## src/rtl/hssc_pkg.sv

```systemverilog
package hssc_pkg;

    localparam int CHANNEL_COUNT_DEF = 43;

    localparam int CHAN_W = 6;
    localparam int FREQ_W = 22;
    localparam int CNT_W = 32;
    localparam int TIME_W = 32;
    localparam int PERIOD_W = 20;
    localparam int MODE_W = 2;
    localparam int CFG_IDX_W = 2;
    localparam int CFG_DATA_W = 32;
    localparam int OUT_DATA_W = 96;
    localparam int IN_DATA_W = 32;

    localparam logic [MODE_W-1:0] MODE_START = 2'd0;
    localparam logic [MODE_W-1:0] MODE_TIME = 2'd1;
    localparam logic [MODE_W-1:0] MODE_STOP = 2'd2;
    localparam logic [MODE_W-1:0] MODE_RSVD = 2'd3;

    localparam logic ACT_TX = 1'b0;
    localparam logic ACT_HOP = 1'b1;

    localparam logic [CFG_IDX_W-1:0] REG_SEED = 2'd0;
    localparam logic [CFG_IDX_W-1:0] REG_PERIOD = 2'd1;
    localparam logic [CFG_IDX_W-1:0] REG_BAND_START = 2'd2;
    localparam logic [CFG_IDX_W-1:0] REG_BAND_END = 2'd3;

    localparam logic [31:0] SEED_RST = 32'h6D4C5253;
    localparam logic [PERIOD_W-1:0] PERIOD_RST = 20'd52631;
    localparam logic [FREQ_W-1:0] BAND_START_RST = 22'd902000;
    localparam logic [FREQ_W-1:0] BAND_END_RST = 22'd928000;

    localparam logic [31:0] LCG_MUL = 32'd1664525;
    localparam logic [31:0] LCG_ADD = 32'd1013904223;

    typedef struct packed {
        logic in_load;
        logic init_start;
        logic init_step;
        logic wr_init;
        logic lcg_step;
        logic div_start;
        logic freq_calc;
        logic lat_j;
        logic rd_i;
        logic rd_j;
        logic wr_i;
        logic wr_j;
        logic i_dec;
        logic start_apply;
        logic stop;
        logic slot_apply;
        logic rd_pos;
        logic num_calc;
        logic out_load;
    } t_cmd;

    typedef struct packed {
        logic [MODE_W-1:0] mode;
        logic running;
        logic due;
        logic init_last;
        logic sh_last;
        logic div_busy;
        logic div_done;
        logic out_busy;
    } t_status;

endpackage

```

## src/rtl/hop_sequence_slot_controller.sv

```systemverilog
// Frequency hop slot controller. A start item (tuser 0) shuffles the channel table with a
// seeded congruential generator and a Fisher-Yates pass, then emits a transmit on the first
// channel; time items (tuser 1) past one frame period alternate transmit and hop results;
// a stop item (tuser 2) halts. One item is worked at a time. A time item passes through the
// accept, decode, table read, grid numerator, reciprocal multiply for the division by N-1,
// and the output load steps. A start item first fills the table with the N channels in order,
// then every shuffle step runs a serial divider for its modulo and then four accesses on the
// channel table. A finished result waits in the output register while the next item is taken.
module hop_sequence_slot_controller #(
    parameter int CHANNEL_COUNT = hssc_pkg::CHANNEL_COUNT_DEF
) (
    input  logic                            i_clk,
    input  logic                            i_rst_n,
    input  logic                            i_cfg_we,
    input  logic [hssc_pkg::CFG_IDX_W-1:0]  i_cfg_idx,
    input  logic [hssc_pkg::CFG_DATA_W-1:0] i_cfg_data,
    input  logic                            s_axis_tvalid,
    output logic                            s_axis_tready,
    // now_us [31:0]
    input  logic [hssc_pkg::IN_DATA_W-1:0]  s_axis_tdata,
    // mode [1:0]
    input  logic [hssc_pkg::MODE_W-1:0]     s_axis_tuser,
    output logic                            m_axis_tvalid,
    input  logic                            m_axis_tready,
    // channel_number [5:0], frequency_khz [27:6], frames_sent [59:28],
    // hops_made [91:60], zero [95:92]
    output logic [hssc_pkg::OUT_DATA_W-1:0] m_axis_tdata,
    // action [0]
    output logic                            m_axis_tuser
);

    hssc_pkg::t_cmd    w_cmd;
    hssc_pkg::t_status w_st;

    hssc_ctrl u_ctrl (
        .i_clk      (i_clk),
        .i_rst_n    (i_rst_n),
        .i_in_valid (s_axis_tvalid),
        .o_in_ready (s_axis_tready),
        .i_st       (w_st),
        .o_cmd      (w_cmd)
    );

    hssc_dp #(
        .CHANNEL_COUNT(CHANNEL_COUNT)
    ) u_dp (
        .i_clk        (i_clk),
        .i_rst_n      (i_rst_n),
        .i_cfg_we     (i_cfg_we),
        .i_cfg_idx    (i_cfg_idx),
        .i_cfg_data   (i_cfg_data),
        .i_in_data    (s_axis_tdata),
        .i_in_mode    (s_axis_tuser),
        .i_cmd        (w_cmd),
        .o_st         (w_st),
        .o_out_valid  (m_axis_tvalid),
        .i_out_ready  (m_axis_tready),
        .o_out_data   (m_axis_tdata),
        .o_out_action (m_axis_tuser)
    );

    a_div_idle: assert property (@(posedge i_clk) disable iff (!i_rst_n)
        w_cmd.div_start |-> !w_st.div_busy)
        else $error("divider started while busy");

    a_out_free: assert property (@(posedge i_clk) disable iff (!i_rst_n)
        w_cmd.out_load |-> !w_st.out_busy)
        else $error("result loaded over a pending one");

    a_one_write: assert property (@(posedge i_clk) disable iff (!i_rst_n)
        $onehot0({w_cmd.wr_init, w_cmd.wr_i, w_cmd.wr_j}))
        else $error("two table writes in one cycle");

    a_busy_no_accept: assert property (@(posedge i_clk) disable iff (!i_rst_n)
        w_st.div_busy |-> !s_axis_tready)
        else $error("item taken while divider runs");

endmodule

```

## src/rtl/hssc_div.sv

```systemverilog
module hssc_div #(
    parameter int DIV_W = 6
) (
    input  logic             i_clk,
    input  logic             i_rst_n,
    input  logic             i_start,
    input  logic [31:0]      i_dividend,
    input  logic [DIV_W-1:0] i_divisor,
    output logic             o_busy,
    output logic             o_done,
    output logic [DIV_W-1:0] o_remainder
);

    logic [31:0]      r_quo;
    logic [DIV_W-1:0] r_rem;
    logic [DIV_W-1:0] r_den;
    logic [4:0]       r_cnt;
    logic             r_busy;
    logic             r_done;
    logic [DIV_W:0]   w_trial;
    logic             w_fit;

    // Restoring division, one quotient bit per cycle.
    assign w_trial = {r_rem, r_quo[31]};
    assign w_fit = (w_trial >= {1'b0, r_den});

    always_ff @(posedge i_clk) begin
        if (!i_rst_n) begin
            r_busy <= 1'b0;
            r_done <= 1'b0;
            r_cnt <= '0;
        end else begin
            r_done <= 1'b0;
            if (i_start) begin
                r_busy <= 1'b1;
                r_cnt <= '0;
                r_quo <= i_dividend;
                r_rem <= '0;
                r_den <= i_divisor;
            end else if (r_busy) begin
                r_quo <= {r_quo[30:0], w_fit};
                r_rem <= w_fit ? DIV_W'(w_trial - {1'b0, r_den}) : DIV_W'(w_trial);
                r_cnt <= r_cnt + 5'd1;
                if (r_cnt == 5'd31) begin
                    r_busy <= 1'b0;
                    r_done <= 1'b1;
                end
            end
        end
    end

    assign o_busy = r_busy;
    assign o_done = r_done;
    assign o_remainder = r_rem;

endmodule

```

## src/rtl/hssc_ctrl.sv

```systemverilog
module hssc_ctrl (
    input  logic              i_clk,
    input  logic              i_rst_n,
    input  logic              i_in_valid,
    output logic              o_in_ready,
    input  hssc_pkg::t_status i_st,
    output hssc_pkg::t_cmd    o_cmd
);

    typedef enum logic [3:0] {
        ST_IDLE, ST_DECODE, ST_INIT, ST_LCG, ST_SDIV, ST_SWAIT, ST_RDI, ST_RDJ,
        ST_WRI, ST_WRJ, ST_RD, ST_NUM, ST_FREQ, ST_EMIT
    } t_state;

    t_state r_state;
    t_state n_state;

    always_comb begin
        o_cmd = '0;
        n_state = r_state;
        unique case (r_state)
            ST_IDLE: begin
                if (i_in_valid) begin
                    o_cmd.in_load = 1'b1;
                    n_state = ST_DECODE;
                end
            end
            ST_DECODE: begin
                priority if (i_st.mode == hssc_pkg::MODE_START) begin
                    o_cmd.init_start = 1'b1;
                    n_state = ST_INIT;
                end else if (i_st.mode == hssc_pkg::MODE_STOP) begin
                    o_cmd.stop = 1'b1;
                    n_state = ST_IDLE;
                end else if (i_st.mode == hssc_pkg::MODE_TIME && i_st.running
                             && i_st.due) begin
                    o_cmd.slot_apply = 1'b1;
                    n_state = ST_RD;
                end else begin
                    n_state = ST_IDLE;
                end
            end
            ST_INIT: begin
                o_cmd.wr_init = 1'b1;
                if (i_st.init_last) begin
                    n_state = ST_LCG;
                end else begin
                    o_cmd.init_step = 1'b1;
                end
            end
            ST_LCG: begin
                o_cmd.lcg_step = 1'b1;
                n_state = ST_SDIV;
            end
            ST_SDIV: begin
                o_cmd.div_start = 1'b1;
                n_state = ST_SWAIT;
            end
            ST_SWAIT: begin
                if (i_st.div_done) begin
                    o_cmd.lat_j = 1'b1;
                    n_state = ST_RDI;
                end
            end
            ST_RDI: begin
                o_cmd.rd_i = 1'b1;
                n_state = ST_RDJ;
            end
            ST_RDJ: begin
                o_cmd.rd_j = 1'b1;
                n_state = ST_WRI;
            end
            ST_WRI: begin
                o_cmd.wr_i = 1'b1;
                n_state = ST_WRJ;
            end
            ST_WRJ: begin
                o_cmd.wr_j = 1'b1;
                if (i_st.sh_last) begin
                    o_cmd.start_apply = 1'b1;
                    n_state = ST_RD;
                end else begin
                    o_cmd.i_dec = 1'b1;
                    n_state = ST_LCG;
                end
            end
            ST_RD: begin
                o_cmd.rd_pos = 1'b1;
                n_state = ST_NUM;
            end
            ST_NUM: begin
                o_cmd.num_calc = 1'b1;
                n_state = ST_FREQ;
            end
            ST_FREQ: begin
                o_cmd.freq_calc = 1'b1;
                n_state = ST_EMIT;
            end
            ST_EMIT: begin
                if (!i_st.out_busy) begin
                    o_cmd.out_load = 1'b1;
                    n_state = ST_IDLE;
                end
            end
            default: n_state = ST_IDLE;
        endcase
    end

    always_ff @(posedge i_clk) begin
        if (!i_rst_n) begin
            r_state <= ST_IDLE;
        end else begin
            r_state <= n_state;
        end
    end

    assign o_in_ready = (r_state == ST_IDLE);

endmodule

```

## src/rtl/hssc_dp.sv

```systemverilog
module hssc_dp #(
    parameter int CHANNEL_COUNT = hssc_pkg::CHANNEL_COUNT_DEF
) (
    input  logic                             i_clk,
    input  logic                             i_rst_n,
    input  logic                             i_cfg_we,
    input  logic [hssc_pkg::CFG_IDX_W-1:0]   i_cfg_idx,
    input  logic [hssc_pkg::CFG_DATA_W-1:0]  i_cfg_data,
    input  logic [hssc_pkg::IN_DATA_W-1:0]   i_in_data,
    input  logic [hssc_pkg::MODE_W-1:0]      i_in_mode,
    input  hssc_pkg::t_cmd                   i_cmd,
    output hssc_pkg::t_status                o_st,
    output logic                             o_out_valid,
    input  logic                             i_out_ready,
    output logic [hssc_pkg::OUT_DATA_W-1:0]  o_out_data,
    output logic                             o_out_action
);

    localparam int IDX_W = (CHANNEL_COUNT > 1) ? $clog2(CHANNEL_COUNT) : 1;
    localparam int DIV_W = $clog2(CHANNEL_COUNT + 1);
    localparam int CW = hssc_pkg::CHAN_W;
    localparam int FW = hssc_pkg::FREQ_W;
    localparam int NW = CW + FW + 1;
    localparam logic [IDX_W-1:0] LAST_IDX = IDX_W'(CHANNEL_COUNT - 1);
    // Rounded-up reciprocal of N-1; exact for every numerator below 2^NW.
    localparam int SH = NW + $clog2(CHANNEL_COUNT - 1);
    localparam int PW = 2 * NW + 1;
    localparam logic [63:0] RECIP =
        ((64'd1 << SH) + 64'(CHANNEL_COUNT - 2)) / 64'(CHANNEL_COUNT - 1);

    // Configuration registers.
    logic [31:0]                   r_seed;
    logic [hssc_pkg::PERIOD_W-1:0] r_period;
    logic [FW-1:0]                 r_band_start;
    logic [FW-1:0]                 r_band_end;

    // Item and slot state.
    logic [hssc_pkg::MODE_W-1:0] r_mode;
    logic [31:0]                 r_now;
    logic                        r_run;
    logic                        r_tx;
    logic [IDX_W-1:0]            r_pos;
    logic [31:0]                 r_last;
    logic [31:0]                 r_frames;
    logic [31:0]                 r_hops;
    logic                        r_action;

    // Shuffle state.
    logic [31:0]      r_x;
    logic [IDX_W-1:0] r_i;
    logic [IDX_W-1:0] r_j;
    logic [CW-1:0]    r_ti;
    logic [CW-1:0]    r_rdata;
    logic [CW-1:0]    mem [CHANNEL_COUNT];
    logic [IDX_W-1:0] w_rd_addr;

    // Frequency path and output register.
    logic [CW-1:0]  r_chan;
    logic [NW-1:0]  r_num;
    logic [FW-1:0]  r_freq;
    logic [CW-1:0]  w_cw;
    logic [NW-1:0]  w_num;
    logic [PW-1:0]  w_prod;
    logic           r_out_valid;
    logic [CW-1:0]  r_out_chan;
    logic [FW-1:0]  r_out_freq;
    logic [31:0]    r_out_frames;
    logic [31:0]    r_out_hops;
    logic           r_out_action;

    logic [31:0]      w_div_dividend;
    logic [DIV_W-1:0] w_div_divisor;
    logic             w_div_busy;
    logic             w_div_done;
    logic [DIV_W-1:0] w_div_rem;
    logic [31:0]      w_elapsed;

    always_ff @(posedge i_clk) begin
        if (!i_rst_n) begin
            r_seed <= hssc_pkg::SEED_RST;
            r_period <= hssc_pkg::PERIOD_RST;
            r_band_start <= hssc_pkg::BAND_START_RST;
            r_band_end <= hssc_pkg::BAND_END_RST;
        end else if (i_cfg_we) begin
            unique case (i_cfg_idx)
                hssc_pkg::REG_SEED:       r_seed <= i_cfg_data;
                hssc_pkg::REG_PERIOD:     r_period <= i_cfg_data[hssc_pkg::PERIOD_W-1:0];
                hssc_pkg::REG_BAND_START: r_band_start <= i_cfg_data[FW-1:0];
                hssc_pkg::REG_BAND_END:   r_band_end <= i_cfg_data[FW-1:0];
                default: ;
            endcase
        end
    end

    assign w_elapsed = r_now - r_last;

    always_ff @(posedge i_clk) begin
        if (i_cmd.in_load) begin
            r_mode <= i_in_mode;
            r_now <= i_in_data;
        end
    end

    always_ff @(posedge i_clk) begin
        if (!i_rst_n) begin
            r_run <= 1'b0;
            r_tx <= 1'b1;
            r_pos <= '0;
            r_last <= '0;
            r_frames <= '0;
            r_hops <= '0;
            r_action <= hssc_pkg::ACT_TX;
        end else begin
            if (i_cmd.stop) begin
                r_run <= 1'b0;
            end
            if (i_cmd.start_apply) begin
                r_run <= 1'b1;
                r_tx <= 1'b1;
                r_pos <= '0;
                r_last <= r_now;
                r_frames <= 32'd1;
                r_hops <= '0;
                r_action <= hssc_pkg::ACT_TX;
            end
            if (i_cmd.slot_apply) begin
                r_last <= r_last + 32'(r_period);
                if (r_tx) begin
                    r_tx <= 1'b0;
                    r_frames <= r_frames + 32'd1;
                    r_action <= hssc_pkg::ACT_TX;
                end else begin
                    r_tx <= 1'b1;
                    r_pos <= (r_pos == LAST_IDX) ? '0 : r_pos + IDX_W'(1);
                    r_hops <= r_hops + 32'd1;
                    r_action <= hssc_pkg::ACT_HOP;
                end
            end
        end
    end

    always_ff @(posedge i_clk) begin
        if (i_cmd.init_start) begin
            r_i <= '0;
            r_x <= r_seed;
        end else if (i_cmd.init_step) begin
            r_i <= r_i + IDX_W'(1);
        end else if (i_cmd.i_dec) begin
            r_i <= r_i - IDX_W'(1);
        end
        if (i_cmd.lcg_step) begin
            r_x <= 32'(r_x * hssc_pkg::LCG_MUL) + hssc_pkg::LCG_ADD;
        end
        if (i_cmd.lat_j) begin
            r_j <= IDX_W'(w_div_rem);
        end
        if (i_cmd.rd_j) begin
            r_ti <= r_rdata;
        end
    end

    // Channel table: one write and one registered read per cycle.
    always_comb begin
        priority if (i_cmd.rd_j) begin
            w_rd_addr = r_j;
        end else if (i_cmd.rd_pos) begin
            w_rd_addr = r_pos;
        end else begin
            w_rd_addr = r_i;
        end
    end

    always_ff @(posedge i_clk) begin
        r_rdata <= mem[w_rd_addr];
        priority if (i_cmd.wr_init) begin
            mem[r_i] <= CW'(r_i);
        end else if (i_cmd.wr_i) begin
            mem[r_i] <= r_rdata;
        end else if (i_cmd.wr_j) begin
            mem[r_j] <= r_ti;
        end
    end

    // Grid numerator (N-1-c)*start + c*end; it is divided by N-1 afterward.
    assign w_cw = CW'(CHANNEL_COUNT - 1) - r_rdata;
    assign w_num = NW'(w_cw) * NW'(r_band_start) + NW'(r_rdata) * NW'(r_band_end);
    assign w_prod = PW'(r_num) * PW'(RECIP[NW:0]);

    always_ff @(posedge i_clk) begin
        if (i_cmd.num_calc) begin
            r_chan <= r_rdata;
            r_num <= w_num;
        end
        if (i_cmd.freq_calc) begin
            r_freq <= w_prod[SH +: FW];
        end
    end

    assign w_div_dividend = r_x;
    assign w_div_divisor = DIV_W'(r_i) + DIV_W'(1);

    hssc_div #(
        .DIV_W(DIV_W)
    ) u_div (
        .i_clk       (i_clk),
        .i_rst_n     (i_rst_n),
        .i_start     (i_cmd.div_start),
        .i_dividend  (w_div_dividend),
        .i_divisor   (w_div_divisor),
        .o_busy      (w_div_busy),
        .o_done      (w_div_done),
        .o_remainder (w_div_rem)
    );

    always_ff @(posedge i_clk) begin
        if (!i_rst_n) begin
            r_out_valid <= 1'b0;
        end else if (i_cmd.out_load) begin
            r_out_valid <= 1'b1;
        end else if (i_out_ready) begin
            r_out_valid <= 1'b0;
        end
    end

    always_ff @(posedge i_clk) begin
        if (i_cmd.out_load) begin
            r_out_chan <= r_chan;
            r_out_freq <= r_freq;
            r_out_frames <= r_frames;
            r_out_hops <= r_hops;
            r_out_action <= r_action;
        end
    end

    assign o_out_valid = r_out_valid;
    assign o_out_action = r_out_action;
    assign o_out_data = {4'b0, r_out_hops, r_out_frames, r_out_freq, r_out_chan};

    assign o_st.mode = r_mode;
    assign o_st.running = r_run;
    assign o_st.due = (w_elapsed >= 32'(r_period));
    assign o_st.init_last = (r_i == LAST_IDX);
    assign o_st.sh_last = (r_i == IDX_W'(1));
    assign o_st.div_busy = w_div_busy;
    assign o_st.div_done = w_div_done;
    assign o_st.out_busy = r_out_valid && !i_out_ready;

endmodule
```

## config.mk

```make
export PLATFORM = sky130hd
export DESIGN_NAME = hop_sequence_slot_controller
export DESIGN_NICKNAME = d
export VERILOG_FILES = /design/src/rtl/hssc_pkg.sv /design/src/rtl/hop_sequence_slot_controller.sv /design/src/rtl/hssc_div.sv /design/src/rtl/hssc_ctrl.sv /design/src/rtl/hssc_dp.sv
export SDC_FILE = /design/constraint.sdc
export NUM_CORES = 2
export LEC_CHECK = 0
export ABC_AREA = 1
export BUFFER_PORTS_ARGS = -buffer_cell sky130_fd_sc_hd__buf_2
export CAP_MARGIN = 20
export CORE_ASPECT_RATIO = 0.75
export CORE_UTILIZATION = 50
export DETAILED_ROUTE_END_ITERATION = 10
export HOLD_SLACK_MARGIN = 0.03
export PLACE_DENSITY = 0.69
export SLEW_MARGIN = 20
export SYNTH_ARGS = -nofsm -noshare
export SYNTH_HDL_FRONTEND = slang
export SYNTH_SLANG_ARGS = --single-unit
```

## constraint.sdc

```tcl
create_clock -name i_clk -period 8.4 [get_ports i_clk]
set_input_delay 1.26 -clock i_clk [delete_from_list [all_inputs] [get_ports i_clk]]
set_output_delay 1.26 -clock i_clk [all_outputs]
set_load 0.05 [all_outputs]
```

==> load_flow_metrics.sql <==
INSERT INTO impl_metrics (metric_group, metric, value, unit) VALUES
('outcome', 'run_status', 'completed', ''),
('global_route', 'globalRouteTotalUtil', '25.9', '%'),
('detailed_routing', 'vias_after_detailed_routing', '45200', ''),
('setup_path', 'dominant_delay_contributor_by_cell_family_on_the_critical_path', 'adder cells', ''),
('clocking', 'postCtsSetupBuffers', '0', ''),
('logic_synthesis', 'synth.yosys.warnings', '0', ''),
('clocking', 'ctsRootBufferMaster', 'sky130_fd_sc_hd__clkbuf_16', ''),
('logic_synthesis', 'netlist_instances', '6710', ''),
('die', 'floorplan.core_area', '118000', 'um^2'),
('sta', 'fmax', '138', 'MHz'),
('global_route', 'globalRoute.totalOverflow', '0', ''),
('clocking', 'worst_skew_pair.late_latency', '690', 'ps'),
('clocking', 'postCtsHoldBufs', '0', ''),
('setup_path', 'critPathLaunchType', 'flop', ''),
('die', 'die_w', '401', 'um'),
('logic_synthesis', 'ys_async_sr_fraction', '0', '%'),
('setup_path', 'crit_path_max_incr_delay', '660', 'ps'),
('global_route', 'grt_antenna_before_repair', '7', ''),
('setup_path', 'path_buf_inv', '4', ''),
('logic_synthesis', 'post_synth.cell_area_avg', '8.89', 'um^2'),
('sta', 'setup_viol_count_final', '0', ''),
('setup_path', 'crit_type', 'reg -> reg', ''),
('clocking', 'max-clock-path-buffers', '3', ''),
('setup_path', 'worst_path_most_repeated_cell', 'sky130_fd_sc_hd__fa_1', ''),
('global_route', 'pin_count_of_the_biggest_net_entering_global_routing', '93', ''),
('clocking', 'tritoncts', 'yes', ''),
('placed_design', 'hpwl', '121000', 'um'),
('setup_path', 'startpoint_of_the_most_critical_register_to_register_path', 'u_dp.r_rdata[1]', ''),
('die', 'initial_utilization', '50.5', '%'),
('clocking', 'cts_num_sinks', '755', ''),
('cells_and_area', 'nNetsFinal', '7941', ''),
('sta', 'finalHoldWorstSlack', '389', 'ps'),
('cells_and_area', 'flow.area_growth_from_synthesis', '8.40', '%'),
('detailed_routing', 'initialDrtViolationCount', '4099', ''),
('placed_design', 'gp_routability_congestion', '0.962', ''),
('placed_design', 'numPortBuffers', '167', ''),
('clocking', 'clk_pin_slew', '60', 'ps'),
('clocking', 'htree_levels', '3', ''),
('clocking', 'post_cts_resized', '0', ''),
('sta', 'tightestPinTransition', '1070', 'ps'),
('clocking', 'cts_buffers', '79', ''),
('hold_path', 'worst_hold_path_type', 'reg -> reg', ''),
('sta', 'fin_worst_skew', '63.7', 'ps'),
('sta', 'report.final.slew_viol_count', '0', ''),
('sta', 'finalCritPeriodShare', '86.0', '%'),
('job', 'max_cap_viols', '0', ''),
('logic_synthesis', 'mappedNetlistArea', '59700', 'um^2'),
('logic_synthesis', 'ys_ff_latch', '755', ''),
('sta', 'timing.final.crit_period', '7220', 'ps'),
('global_route', 'number_of_global_route_vias_before_repair', '44300', ''),
('detailed_routing', 'final_antenna_net_count', '0', ''),
('die', 'rows', '109', ''),
('setup_path', 'path_max_fanout', '20', ''),
('die', 'num_io_pins', '172', ''),
('cells_and_area', 'layout-drive-gt1-share', '6.00', '%'),
('logic_synthesis', 'synth-edff-count', '530', ''),
('die', 'dieHeight', '301', 'um'),
('logic_synthesis', 'postSynth.topFlopCell', 'sky130_fd_sc_hd__edfxtp_1', ''),
('setup_path', 'cp.arrival', '7660', 'ps'),
('hold_path', 'hold_path_startpoint', 'u_dp.r_chan[0]', ''),
('detailed_routing', 'average_wire_per_standard_cell', '18.3', 'um'),
('setup_path', 'end_kind', 'flop', ''),
('logic_synthesis', 'synth_seq_area_share', '34.2', '%'),
('setup_path', 'critPathLaunch', 'u_dp.r_rdata[1]', ''),
('detailed_routing', 'wirelength', '154000', 'um'),
('setup_path', 'critical_path.slowest_cell', 'sky130_fd_sc_hd__dfxtp_1', ''),
('die', 'area_enclosed_by_the_die_boundary', '121000', 'um^2'),
('sta', 'finalSetupTns', '0', 'ps'),
('sta', 'slew_headroom', '28.9', '%'),
('sta', 'finalHoldViolCount', '0', ''),
('detailed_routing', 'post_drt_via_cell_ratio', '5.36', ''),
('global_route', 'grt_pass1_wl', '247000', 'um'),
('detailed_routing', 'drtPass1Iterations', '6', ''),
('detailed_routing', 'count_of_unresolved_drc_violations_after_routing', '0', ''),
('logic_synthesis', 'yosysUniqueCellTypes', '58', ''),
('setup_path', 'worst_ep_required_time', '8840', 'ps'),
('sta', 'grt_setup_unrepaired', 'false', '');
path summary, 6_finish.rpt:
| check | end | slack [ps] | depth (start not counted) |
|---|---|---|---|
| setup / recovery | u_dp.r_num[26] | 1180 | 26 |
| hold / removal | u_dp.r_out_chan[0] | 390 | 0 |
| setup reg to reg | u_dp.r_num[26] | 1180 | 26 |
| hold reg to reg | u_dp.r_out_chan[0] | 390 | 0 |
stage by stage:
stage	instances	util [%]	setup slack, ps	cell area (um^2)
after CTS	8419	54.7	1300	64700
final	8422	54.8	1180	64700
after floorplan	6713	-	67.6	59700
after detailed placement	8275	52.5	1300	62000
after global routing	8422	54.8	757	64700
after global placement	8274	52.4	1430	61900
Yosys cell counts (all sizes together), types with 5 or more instances:
master / number / area share, %
clkbuf: 138 / 0.87
nand4: 51 / 0.53
nor4: 21 / 0.22
a21oi: 328 / 2.8
o22ai: 36 / 0.39
o211ai: 113 / 1.4
dfxtp: 225 / 7.5
and2: 5 / 0.052
nor3: 68 / 0.58
buf: 61 / 0.65
or2: 37 / 0.39
o32ai: 14 / 0.21
nand3: 293 / 2.5
fa: 500 / 17
o21bai: 17 / 0.21
edfxtp: 530 / 27
nand3b: 14 / 0.18
o21ai: 362 / 3.0
xor2: 110 / 1.6
nor2: 498 / 3.2
and3: 5 / 0.052
xnor2: 65 / 0.95
ha: 565 / 12
a211oi: 7 / 0.088
o21a: 14 / 0.18
inv: 1320 / 8.3
a21o: 10 / 0.13
nand2: 1229 / 7.8
o31ai: 5 / 0.063
a31oi: 37 / 0.39
sequential cells by signal, summed over array words and instances, names as in the netlist, 20 cells and up:
signal             cells
u_dp.mem             258
u_dp.r_band_end       22
u_dp.r_band_start     22
u_dp.r_frames         32
u_dp.r_freq           22
u_dp.r_hops           32
u_dp.r_last           32
u_dp.r_now            32
u_dp.r_num            29
u_dp.r_out_frames     32
u_dp.r_out_freq       22
u_dp.r_out_hops       32
u_dp.r_period         20
u_dp.r_seed           32
u_dp.r_x              32
u_dp.u_div.r_quo      32
final cells by class:
class | instances | area, um^2
fillers | 10600 | 53400
multi-input cells | 4435 | 33500
diodes | 2 | 5.00
clock buffers | 98 | 2170
clock inverters | 46 | 534
inverters | 1324 | 4980
well taps | 1554 | 1940
repair buffers | 208 | 1170
flip-flops and latches | 755 | 20400
layer usage:
layer / part of all wire [%] / routed length, um / GRT usage [%] / vias to the layer above
met5: 0.0084 / 13 / 0 / -
met4: 2.2 / 3420 / 6.08 / 2
met3: 8.2 / 12600 / 4.91 / 191
li1: - / - / - / 21900
met2: 41 / 63900 / 37.9 / 1537
met1: 48 / 74500 / 39.5 / 21600
worst register-to-register path: stages, from the launching register on:
cell and delay, ps:
sky130_fd_sc_hd__dfxtp_1 660, sky130_fd_sc_hd__ha_1 270, sky130_fd_sc_hd__nor2_1 70, sky130_fd_sc_hd__nor2_1 130, sky130_fd_sc_hd__or2_2 130, sky130_fd_sc_hd__nand2_1 80, sky130_fd_sc_hd__inv_1 550, sky130_fd_sc_hd__nand2_1 170
sky130_fd_sc_hd__fa_1 540, sky130_fd_sc_hd__inv_1 50, sky130_fd_sc_hd__fa_1 480, sky130_fd_sc_hd__fa_1 540, sky130_fd_sc_hd__inv_1 50, sky130_fd_sc_hd__fa_1 440, sky130_fd_sc_hd__fa_1 490, sky130_fd_sc_hd__inv_1 40
sky130_fd_sc_hd__ha_1 330, sky130_fd_sc_hd__nand3_1 90, sky130_fd_sc_hd__nand2_1 110, sky130_fd_sc_hd__a21o_1 130, sky130_fd_sc_hd__a21oi_1 90, sky130_fd_sc_hd__o21ai_0 520, sky130_fd_sc_hd__a21oi_1 270, sky130_fd_sc_hd__o21ai_0 340
sky130_fd_sc_hd__a21oi_1 160, sky130_fd_sc_hd__o21bai_1 180, sky130_fd_sc_hd__xor2_1 80
cells in the final DEF, fill, tap and decap left out, types with 14 or more instances in the layout:
master,instances
sky130_fd_sc_hd__nand3b_1,14
sky130_fd_sc_hd__clkinv_1,17
sky130_fd_sc_hd__nand3_1,282
sky130_fd_sc_hd__o22ai_1,35
sky130_fd_sc_hd__nor3_1,66
sky130_fd_sc_hd__inv_1,1313
sky130_fd_sc_hd__nor4_1,21
sky130_fd_sc_hd__nor2_1,485
sky130_fd_sc_hd__o21a_1,14
sky130_fd_sc_hd__o211ai_1,113
sky130_fd_sc_hd__ha_1,565
sky130_fd_sc_hd__clkbuf_16,83
sky130_fd_sc_hd__a21oi_1,328
sky130_fd_sc_hd__a31oi_1,37
sky130_fd_sc_hd__edfxtp_1,530
sky130_fd_sc_hd__clkinv_2,14
sky130_fd_sc_hd__xnor2_1,65
sky130_fd_sc_hd__o21bai_1,17
sky130_fd_sc_hd__o32ai_1,14
sky130_fd_sc_hd__dfxtp_1,224
sky130_fd_sc_hd__xor2_1,110
sky130_fd_sc_hd__nand2_1,1225
sky130_fd_sc_hd__fa_1,500
sky130_fd_sc_hd__buf_4,40
sky130_fd_sc_hd__or2_2,37
sky130_fd_sc_hd__buf_2,166
sky130_fd_sc_hd__o21ai_0,348
sky130_fd_sc_hd__nand4_1,51
logic make-up after synthesis:
logic type	after synthesis	share of synthesized area [%]
AO/OA/AOI/OAI	970	9.26
XOR/XNOR	175	2.57
adder cells (fa/ha/maj)	1065	28.6
buffers and inverters	1523	9.84
flip-flops	755	34.2
other	1	0.00628
AND/OR/NAND/NOR	2221	15.5
Power is left out: the tool's default activity adds up to more than one toggle a clock period on the data nets, which glitch-free logic cannot reach.
